<file path="src/hdl/tfn_pkg.sv">
`default_nettype none
package tfn_pkg;
    localparam int CW   = 24;              // coordinate width, Q12.12
    localparam int NW   = 16;              // normal component width, Q1.15
    localparam int EW   = CW + 1;          // edge vector width
    localparam int PW   = 2 * EW;          // edge product width
    localparam int XW   = PW + 1;          // cross component width, signed
    localparam int MW   = XW;              // cross magnitude width
    localparam int NB   = 30;              // normalized magnitude width
    localparam int SQW  = 2 * NB + 2;      // sum of squares width
    localparam int RW   = NB + 1;          // root width
    localparam int REMW = RW + 2;          // root remainder width
    localparam int DW   = NB + NW;         // dividend width
    localparam int CH   = 8;               // leading-one search chunk
    localparam int NCH  = (MW + CH - 1) / CH;
    localparam int LW   = $clog2(MW + 1);
    localparam int LCW  = $clog2(CH + 1);
    localparam int FD   = 16;              // queue depth
    localparam int FAW  = $clog2(FD);
    localparam int OCW  = $clog2(FD + 1);
    localparam int IDW  = ((9 * CW + 7) / 8) * 8;
    localparam int ODW  = ((3 * NW + 7) / 8) * 8;
    localparam logic [NW-1:0] QMAX = NW'((1 << (NW - 1)) - 1);

    typedef struct packed {
        logic [2:0][NB-1:0] mag;
        logic [2:0]         neg;
        logic               deg;
    } t_item;
endpackage
`default_nettype wire

</file>
<file path="src/hdl/tfn_queue.sv">
`default_nettype none
module tfn_queue import tfn_pkg::*; (
    input  wire logic  i_clk,
    input  wire logic  i_rst_n,
    input  wire logic  i_push,
    input  wire t_item i_item,
    input  wire logic  i_pop,
    output t_item      o_head,
    output logic       o_avail
);
    t_item          r_mem [FD];
    t_item          r_head;
    logic           r_hv;
    logic [FAW-1:0] r_wp, r_rp;
    logic [OCW-1:0] r_cnt;
    logic           w_load, w_rd, w_bypass, w_wr;

    // registered head; an empty store lets a push go straight to the head
    assign w_load   = !r_hv || i_pop;
    assign w_rd     = w_load && (r_cnt != '0);
    assign w_bypass = w_load && (r_cnt == '0) && i_push;
    assign w_wr     = i_push && !w_bypass;

    always_ff @(posedge i_clk) begin
        if (!i_rst_n) begin
            r_wp  <= '0;
            r_rp  <= '0;
            r_cnt <= '0;
            r_hv  <= 1'b0;
        end else begin
            if (w_wr) r_wp <= r_wp + 1'b1;
            if (w_rd) r_rp <= r_rp + 1'b1;
            r_cnt <= r_cnt + OCW'(w_wr) - OCW'(w_rd);
            if (w_load) r_hv <= w_rd || w_bypass;
        end
    end

    always_ff @(posedge i_clk) begin
        if (w_wr) r_mem[r_wp] <= i_item;
        if (w_rd) begin
            r_head <= r_mem[r_rp];
        end else if (w_bypass) begin
            r_head <= i_item;
        end
    end

    assign o_head  = r_head;
    assign o_avail = r_hv;
endmodule
`default_nettype wire

</file>
<file path="config.mk">
export PLATFORM = sky130hd
export DESIGN_NAME = tfn_queue
export DESIGN_NICKNAME = d
export VERILOG_FILES = /design/src/hdl/tfn_pkg.sv /design/src/hdl/tfn_queue.sv
export SDC_FILE = /design/constraint.sdc
export NUM_CORES = 1
export LEC_CHECK = 0
export ABC_CLOCK_PERIOD_IN_PS = 22500
export BUFFER_PORTS_ARGS = -buffer_cell sky130_fd_sc_hd__buf_2
export CAP_MARGIN = 20
export CELL_PAD_IN_SITES_DETAIL_PLACEMENT = 0
export CELL_PAD_IN_SITES_GLOBAL_PLACEMENT = 1
export CORE_ASPECT_RATIO = 1.2
export CORE_MARGIN = 5
export CORE_UTILIZATION = 40
export CTS_CLUSTER_SIZE = 20
export DETAILED_ROUTE_END_ITERATION = 7
export PLACE_DENSITY_LB_ADDON = 0.1
export SYNTH_ARGS = -nofsm -noshare
export SYNTH_HDL_FRONTEND = slang
export SYNTH_SLANG_ARGS = --single-unit
</file>
<file path="constraint.sdc">
create_clock -name i_clk -period 22.5 [get_ports i_clk]
set_input_delay 0 -clock i_clk [delete_from_list [all_inputs] [get_ports i_clk]]
set_output_delay 0 -clock i_clk [all_outputs]
set_load 0.02 [all_outputs]
</file>
After elaboration in Yosys (flattened, before gate mapping)
Memory sizes are Yosys's and may differ from the RTL's. A register that Yosys moved wholly into a read port is not among the register bits. Index checks and enable logic that the tools add are counted.

Reductions and logical operators: 11. $add $sub $neg: 4. Mux-type cells: 6.

Operators with widths (number): two-way mux 94 bit (2); adder 4 x 1 -> 4 bit (second input constant) (2); two-way mux 4 bit (2); adder 5 x 1 -> 5 bit (1); logical NOT 5 bit (1); nonzero test 5 bit (1); subtractor 5 x 1 -> 5 bit (1); logical AND 1 bit (4); logical NOT 1 bit (2); logical OR 1 bit (2); two-way mux 1 bit (2); nonzero test 2 bit (1).

Memories: 1. Word-level logic and storage cells: 31. Bits of input ports: 98. Bits in registers: 108. RAM bits: 1504.

Memories: r_mem (words 16, width 94, rd ports 1, clocked after Yosys merged registers in 1, write ports 1, line tfn_queue.sv:11) `t_item r_mem [FD];`.

Longest topological paths before layout
Gate-level depths: netlist of the first run.

Depth in word-level cells: 8. Gate-level depth with buffers: 15.

Worst setup path after synthesis of the first run
Ideal clock, no wire load.

Path kind: register to register. From: register r_cnt[2]. To: memory r_mem[0][0] in the netlist's numbering (enable). Setup slack: 11756 ps. Clock period less this slack: 10744 ps. Setup time: 777 ps. Arrival: 9967 ps. Cell stages (with the launch flop): 8. Buffers on the path: 2. Cell sequence: dfxtp_1 -> inv_1 -> ha_1 -> or4b_1 -> buf_2 -> o21ai_1 -> buf_2 -> nor4_1.

Cells in the longest elaborated chain, start to end: 7.

RTL lines: from (decl) (line tfn_queue.sv:15) `logic [OCW-1:0] r_cnt;`; from (signal assigned) (line tfn_queue.sv:33) `r_cnt <= r_cnt + OCW'(w_wr) - OCW'(w_rd);`; logical NOT 5 bit (line tfn_queue.sv:21) `assign w_bypass = w_load && (r_cnt == '0) && i_push;`; logical AND 1 bit (2 in a row) (line tfn_queue.sv:21); logical NOT 1 bit (line tfn_queue.sv:22) `assign w_wr = i_push && !w_bypass;`; logical AND 1 bit (line tfn_queue.sv:22); two-way mux 1 bit (line tfn_queue.sv:39) `if (w_wr) r_mem[r_wp] <= i_item;`; two-way mux 1 bit (not written as such) (line tfn_queue.sv:39); to (decl) (line tfn_queue.sv:11).

No other way between the ends.

==> reports/qor.yml, run 1 <==
status: "finished clean"
fin_setup_tns_ns: 0
nets: 3082
post-place-ws_ns: 17.02
fin_ws_ns: 17.33
clk_pin_slew_ns: 0.06
crit_arrival_ns: 5.67
layout_min_cycle_time_ns: 5.17
wl_per_cell_um: 30.1
combPwrFrac_pct: 17.4
tightest_slew_ns: 1.10
viasPerCell: 5.61
synth_area_per_cell_um2: 23.4
swShare_pct: 27.1
rsz0062_at_grt: "no"
fmax_mhz: 194
relSlewSlack_pct: 25.8
die_y_um: 438
r2r_cells: 8
dieArea_um2: 160000
cts_repair_resize_count: 0
finalPower_mw: 7.73
dpl.hpwl_um: 73300
drtAntennaViolNets: 0
cts_tree: "built"
fillCellCount: 12700
maxCapViolCount: 0
fin_skew_ns: 0.0193
area_growth_pct: 15.7
std_cell_rows: 157
drcViolationCount: 0
ys_seq_elements: 1616
netlist_area_um2: 61000
root_buffer: "clkbuf_16"
drive_gt1_share_pct: 31.2
antenna_found_initial: 18
grt_overflow: 0
peakVddDrop_mv: 0.0896
cts_made_buffers: 166
drv_slew: 0
vias: 28600
hold_depth: 2
ioPinCount: 193
p_sw_mw: 2.10
grt_pass1_wl_um: 222000
io_buffers: 192
firstDrtPassIters: 5
clkSinkCount: 1616
setup_viol_count_final: 0
grt_pass1_vias: 30600
die_x_um: 366
yosysSeqAreaShare_pct: 79.3
drt_iter0_drc: 2156
finalWirelength_um: 154000
crit_path_end_kind: "flop"
p_int_mw: 5.63
p_seq_share_pct: 47.5
power_frac_clock_pct: 35.1
worstSetupPathType: "flop to flop"
syn_inst: 2611
cts_max_level: 4
p_per_area_nw_per_um2: 110
initial_utilization_pct: 40.1
clkLatencyLatePin_ns: 0.79
required_ns: 23.00
core_um2: 152000
cts_buffer_depth: 3
grt.total_usage_pct: 19.1
layout_common_cells: "edfxtp_1 (1598), mux4_2 (376), buf_2 (192)"
ys_types: 34
yosys_warnings: 0
final_common_cell: "edfxtp_1"
leakage_nw: 21.6
grt_max_degree: 108
period_share_pct: 23.0
critPathMaxFanout: 45
syn_nets: 2721
final_hold_viol_count: 0
critPathLaunchType: "flop"
timing.hold.worst.class: "primary input to flop"
gp_congestion: 0.709
-- area by class of cell --
| type | count | area [um2] | area share [%] |
|---|---|---|---|
| Sequential cell | 1616 | 48400 | 68.6 |
| Multi-Input combinational cell | 831 | 11800 | 16.8 |
| Clock buffer | 206 | 4380 | 6.21 |
| Tap cell | 1987 | 2490 | 3.53 |
| Timing Repair Buffer | 345 | 2440 | 3.46 |
| Clock inverter | 96 | 971 | 1.38 |
| Inverter | 12 | 45.0 | 0.0639 |
| Antenna cell | 3 | 7.51 | 0.0106 |
-- per-layer routing --
metal  global-route usage, %  wire (um)  up-vias
met5                       0         73        -
met4                    4.57       3070       12
met3                    3.22       6580      219
met2                    32.8      78300      728
met1                    25.8      65600    15600
li1                        -          -    12000
-- flip-flops by register name, summed over array words and instances (netlist names), named ones only --
signal and cells:
r_mem 1504, r_rp 4, r_wp 4, r_cnt 5
o_avail 1, o_head 94
-- critical path: stages, from the launching register on --
cell,delay (ns)
dfxtp_4,0.80
buf_4,0.64
buf_4,0.85
buf_4,0.79
buf_4,0.63
mux4_2,0.59
mux2_2,0.28
o22ai_1,0.12
a21oi_1,0.07
-- per-stage QoR --
stage	cell area, um2	hold WS, ns	cells	util, %
2_1_floorplan	61000	0.0989	2611	-
3_3_place_gp	64200	0.250	4693	42.2
3_5_place_dp	64200	0.255	4693	42.2
4_1_cts	70500	0.0659	5093	46.4
5_1_grt	70500	0.101	5093	46.4
6_report	70500	0.141	5096	46.4
-- final timing paths --
kind | slack, ns | to | startpoint
worst max-delay path | 17.33 | o_head[36]$_DFFE_PP_ | flop
worst min-delay path | 0.14 | r_mem[0][36]$_DFFE_PP_ | i_item[36]
worst max register to register | 17.33 | o_head[36]$_DFFE_PP_ | flop
worst min register to register | 0.53 | r_rp[3]$_SDFFE_PN0N_ | r_rp[3]$_SDFFE_PN0N_
-- synth_stat cells (all sizes together) --
cell type / number / area share (%)
dfxtp: 18 / 0.59
mux2: 94 / 1.7
or4b: 1 / 0.016
a21oi: 99 / 0.81
o21ai: 3 / 0.025
xor2: 4 / 0.057
nor2b: 1 / 0.010
nand3: 4 / 0.041
and3: 1 / 0.010
nor4: 4 / 0.041
nor3b: 2 / 0.025
buf: 94 / 1.0
mux2i: 2 / 0.033
ha: 11 / 0.23
o22ai: 188 / 1.9
fa: 1 / 0.033
inv: 12 / 0.074
and2: 11 / 0.11
mux4: 376 / 14
o211ai: 1 / 0.012
nor2: 17 / 0.10
clkbuf: 58 / 0.36
or3: 2 / 0.021
edfxtp: 1598 / 79
or2: 1 / 0.010
xnor2: 4 / 0.057
o2111ai: 1 / 0.014
nand2b: 2 / 0.021
a21o: 1 / 0.012
-- cell families (layout without fill, tap and decap cells) --
| group | Yosys count | in the layout | share of synthesized area, % |
|---|---|---|---|
| flip-flops | 1616 | 1616 | 79.3 |
| multiplexers | 472 | 472 | 15.7 |
| AO/OA/AOI/OAI | 293 | 293 | 2.80 |
| buffers and inverters | 164 | 659 | 1.47 |
| AND/OR/NAND/NOR | 46 | 46 | 0.412 |
| adder cells (fa/ha/maj) | 12 | 12 | 0.259 |
| XOR/XNOR | 8 | 8 | 0.115 |
| other | 0 | 3 | 0 |
-- repair_timing --
| action | in CTS | in global routing |
|---|---|---|
| hold buffers | 98 | 0 |
| buffers inserted | 0 | 0 |
| endpoints found under the hold margin | 1616 | 0 |
-- power by group through the flow --
stage / clock network, mW / logic [mW] / registers (mW)
floorplan: 0 / 0.724 / 3.83
global placement: 0 / 1.36 / 3.73
detailed placement: 0 / 1.36 / 3.74
CTS: 2.78 / 1.38 / 3.68
global route: 2.91 / 1.45 / 3.69
finish: 2.71 / 1.34 / 3.67
(Power assumes the default switching activity.)
==> run 2, diff against run 1 <==
--- a/config.mk
+++ b/config.mk
@@ -5,7 +5,8 @@
 export SDC_FILE = /design/constraint.sdc
 export NUM_CORES = 1
 export LEC_CHECK = 0
-export ABC_CLOCK_PERIOD_IN_PS = 22500
+export ABC_AREA = 1
+export ABC_CLOCK_PERIOD_IN_PS = 4800
 export BUFFER_PORTS_ARGS = -buffer_cell sky130_fd_sc_hd__buf_2
 export CAP_MARGIN = 20
 export CELL_PAD_IN_SITES_DETAIL_PLACEMENT = 0
==> constraint.sdc (replaced) <==
create_clock -name i_clk -period 4.8 [get_ports i_clk]
set_input_delay 0 -clock i_clk [delete_from_list [all_inputs] [get_ports i_clk]]
set_output_delay 0 -clock i_clk [all_outputs]
set_load 0.02 [all_outputs]
==> reports/qor.yml, run 2 <==
status: "finished clean"
timing.hold.worst.class: "primary input to flop"
die_x_um: 378
nets: 5764
crit_arrival_ns: 3.64
relSlewSlack_pct: 30.1
rsz0062_at_grt: "no"
critPathTopFamily: "adder cells"
required_ns: 5.48
startpoint: "r_cnt[3]$_SDFF_PN0_"
fin_area_um2: 74200
grt_overflow: 0
fin_skew_ns: 0.0252
clkSinkCount: 1616
fmax_mhz: 337
grt.total_usage_pct: 21.3
period_share_pct: 61.7
synth.most_common_cell: "nand2_1"
final_common_cell: "nand2_1"
grt_max_degree: 166
critPathMaxFanout: 24
largest_register_ffs: 1504
grt_pass1_vias: 41000
largest_register: "r_mem"
register_area_um2: 48400
layout_common_cells: "nand2_1 (2276), edfxtp_1 (1598), nand3_1 (1132)"
multiInputGateArea_um2: 14700
std_cell_rows: 162
netlist_top_cells_area: "edfxtp_1 (74%), nand2_1 (13%), nand3_1 (8.7%), buf_2 (1.2%), buf_4 (0.67%)"
crit_top_cell: "ha_1"
slowest_stage: "fa_1"
synth_area_leader_cell: "edfxtp_1"
rr_startpoint: "r_cnt[3]$_SDFF_PN0_"
worstSetupPathType: "flop to flop"
fin_ws_ns: 1.84
peakVddDrop_mv: 0.392
syn_inst: 5444
synth_top_flop_cell: "edfxtp_1"
drive_gt1_share_pct: 9.02
clk_pin_slew_ns: 0.07
hp-start: "i_rst_n"
root_buffer: "clkbuf_16"
yosysSeqAreaShare_pct: 74.5
crit_buf_inv: 3
ys_seq_elements: 1616
slowest_delay_ns: 0.45
setup_viol_count_final: 0
synth_common_cells: "nand2_1 (2277), edfxtp_1 (1598), nand3_1 (1132)"
crit_path_end_kind: "flop"
cts_tree: "built"
netlist_area_um2: 64900
clkLatencyLatePin_ns: 0.80
leakage_nw: 27.2
post-place-ws_ns: 1.70
wl_per_cell_um: 23.1
synth_top_area_share_pct: 73.9
ys_types: 22
antenna_found_initial: 12
drt_iter0_drc: 3045
grt_pass1_wl_um: 271000
gp_congestion: 0.713
drv_slew: 0
synth_area_per_cell_um2: 11.9
firstDrtPassIters: 5
final_hold_viol_count: 0
fillCellCount: 14700
viasPerCell: 5.17
drcViolationCount: 0
maxCapViolCount: 0
yosys_warnings: 0
ioPinCount: 193
critPathLaunchType: "flop"
dieArea_um2: 170000
finalWirelength_um: 183000
core_um2: 162000
place_area_um2: 68000
layout_min_cycle_time_ns: 2.96
cts_made_buffers: 170
drtAntennaViolNets: 0
vias: 41000
tightest_slew_ns: 1.05
io_buffers: 192
p_per_area_nw_per_um2: 559
cts_setup_buffers: 0
synthArstFlopShare_pct: 0
cts_max_level: 4
cts_buffer_depth: 3
die_y_um: 451
worstPathCellList: "inv_1, ha_1, nand3_1, nand2_4, inv_6, ha_1, inv_1, ha_1, fa_1, a21oi_1, o21bai_1, o21ai_0, a21oi_1"
area_growth_pct: 14.3
initial_utilization_pct: 40.1
syn_nets: 5554
dpl.hpwl_um: 83300
synth_edf_count: 1598
## run 2: cell types whose count changed in the layout (fill, tap and decap cells not counted), sizes merged, moves of 11 or more
cell and change:
a21oi -87, buf +26, nand3 +1128, mux2 -94, mux4 -376, and2 -11
clkinv +13, nand2 +2277, inv +13, o22ai -188
## run 2: layout make-up
cell class	count	area share [%]
multi-input cells	3470	19.9
clock buffers	211	6.08
clock inverters	97	0.938
well taps	2132	3.60
inverters	25	0.189
repair buffers	371	4.13
flip-flops and latches	1616	65.2
diodes	4	0.0135
## run 2: routing by layer
layer | wire length [um] | global-route usage (%)
met4 | 3940 | 5.44
met3 | 8160 | 2.84
met5 | 13 | 0
met1 | 83200 | 29.8
met2 | 87700 | 35.5
## run 2: path summary, 6_finish.rpt
kind                            cells past startpoint  slack, ns                   to
worst max-delay path                               13       1.84  r_cnt[4]$_SDFF_PN0_
worst min-delay path                                4       0.11  r_cnt[0]$_SDFF_PN0_
worst max register to register                     13       1.84  r_cnt[4]$_SDFF_PN0_
worst min register to register                      2       0.49                 flop
## run 2: what timing repair did
action	4_1_cts	5_1_grt
resized for setup	0	0
endpoints found under the hold margin	1616	0
hold buffers	98	0
## run 2: cells by family (layout without fill, tap and decap cells)
| family | after synthesis | after routing | share of synthesized area (%) |
|---|---|---|---|
| AND/OR/NAND/NOR | 3432 | 3432 | 22.0 |
| XOR/XNOR | 5 | 5 | 0.0675 |
| adder cells (fa/ha/maj) | 12 | 12 | 0.243 |
| buffers and inverters | 358 | 704 | 2.99 |
| AO/OA/AOI/OAI | 21 | 21 | 0.166 |
| flip-flops | 1616 | 1616 | 74.5 |
| other | 0 | 4 | 0 |
## run 2: power by group
group / internal [mW] / total (mW) / switching (mW) / leakage, nW
Combinational: 3.24 / 11.8 / 8.56 / 9.98
Sequential: 16.7 / 17.2 / 0.461 / 14.7
Clock: 7.12 / 12.5 / 5.38 / 2.56
## run 2: worst register-to-register path, cell delays in order (launching register included)
cell,delay [ns]
dfxtp_1,0.32
inv_1,0.08
ha_1,0.17
nand3_1,0.14
nand2_4,0.38
inv_6,0.22
ha_1,0.36
inv_1,0.04
ha_1,0.20
fa_1,0.45
a21oi_1,0.15
o21bai_1,0.10
o21ai_0,0.17
a21oi_1,0.06
## run 2: metrics by stage
step	power (mW)	hold WS [ns]	utilization, %	TNS [ns]	instances
6_report	41.5	0.106	45.8	0	7926
4_1_cts	42.1	0.0271	45.8	0	7922
3_5_place_dp	29.4	0.361	42.0	0	7516
5_1_grt	44.0	0.118	45.8	0	7923
2_1_floorplan	25.6	0.0989	-	-1056.55	5444
3_3_place_gp	29.4	0.360	42.0	0	7515
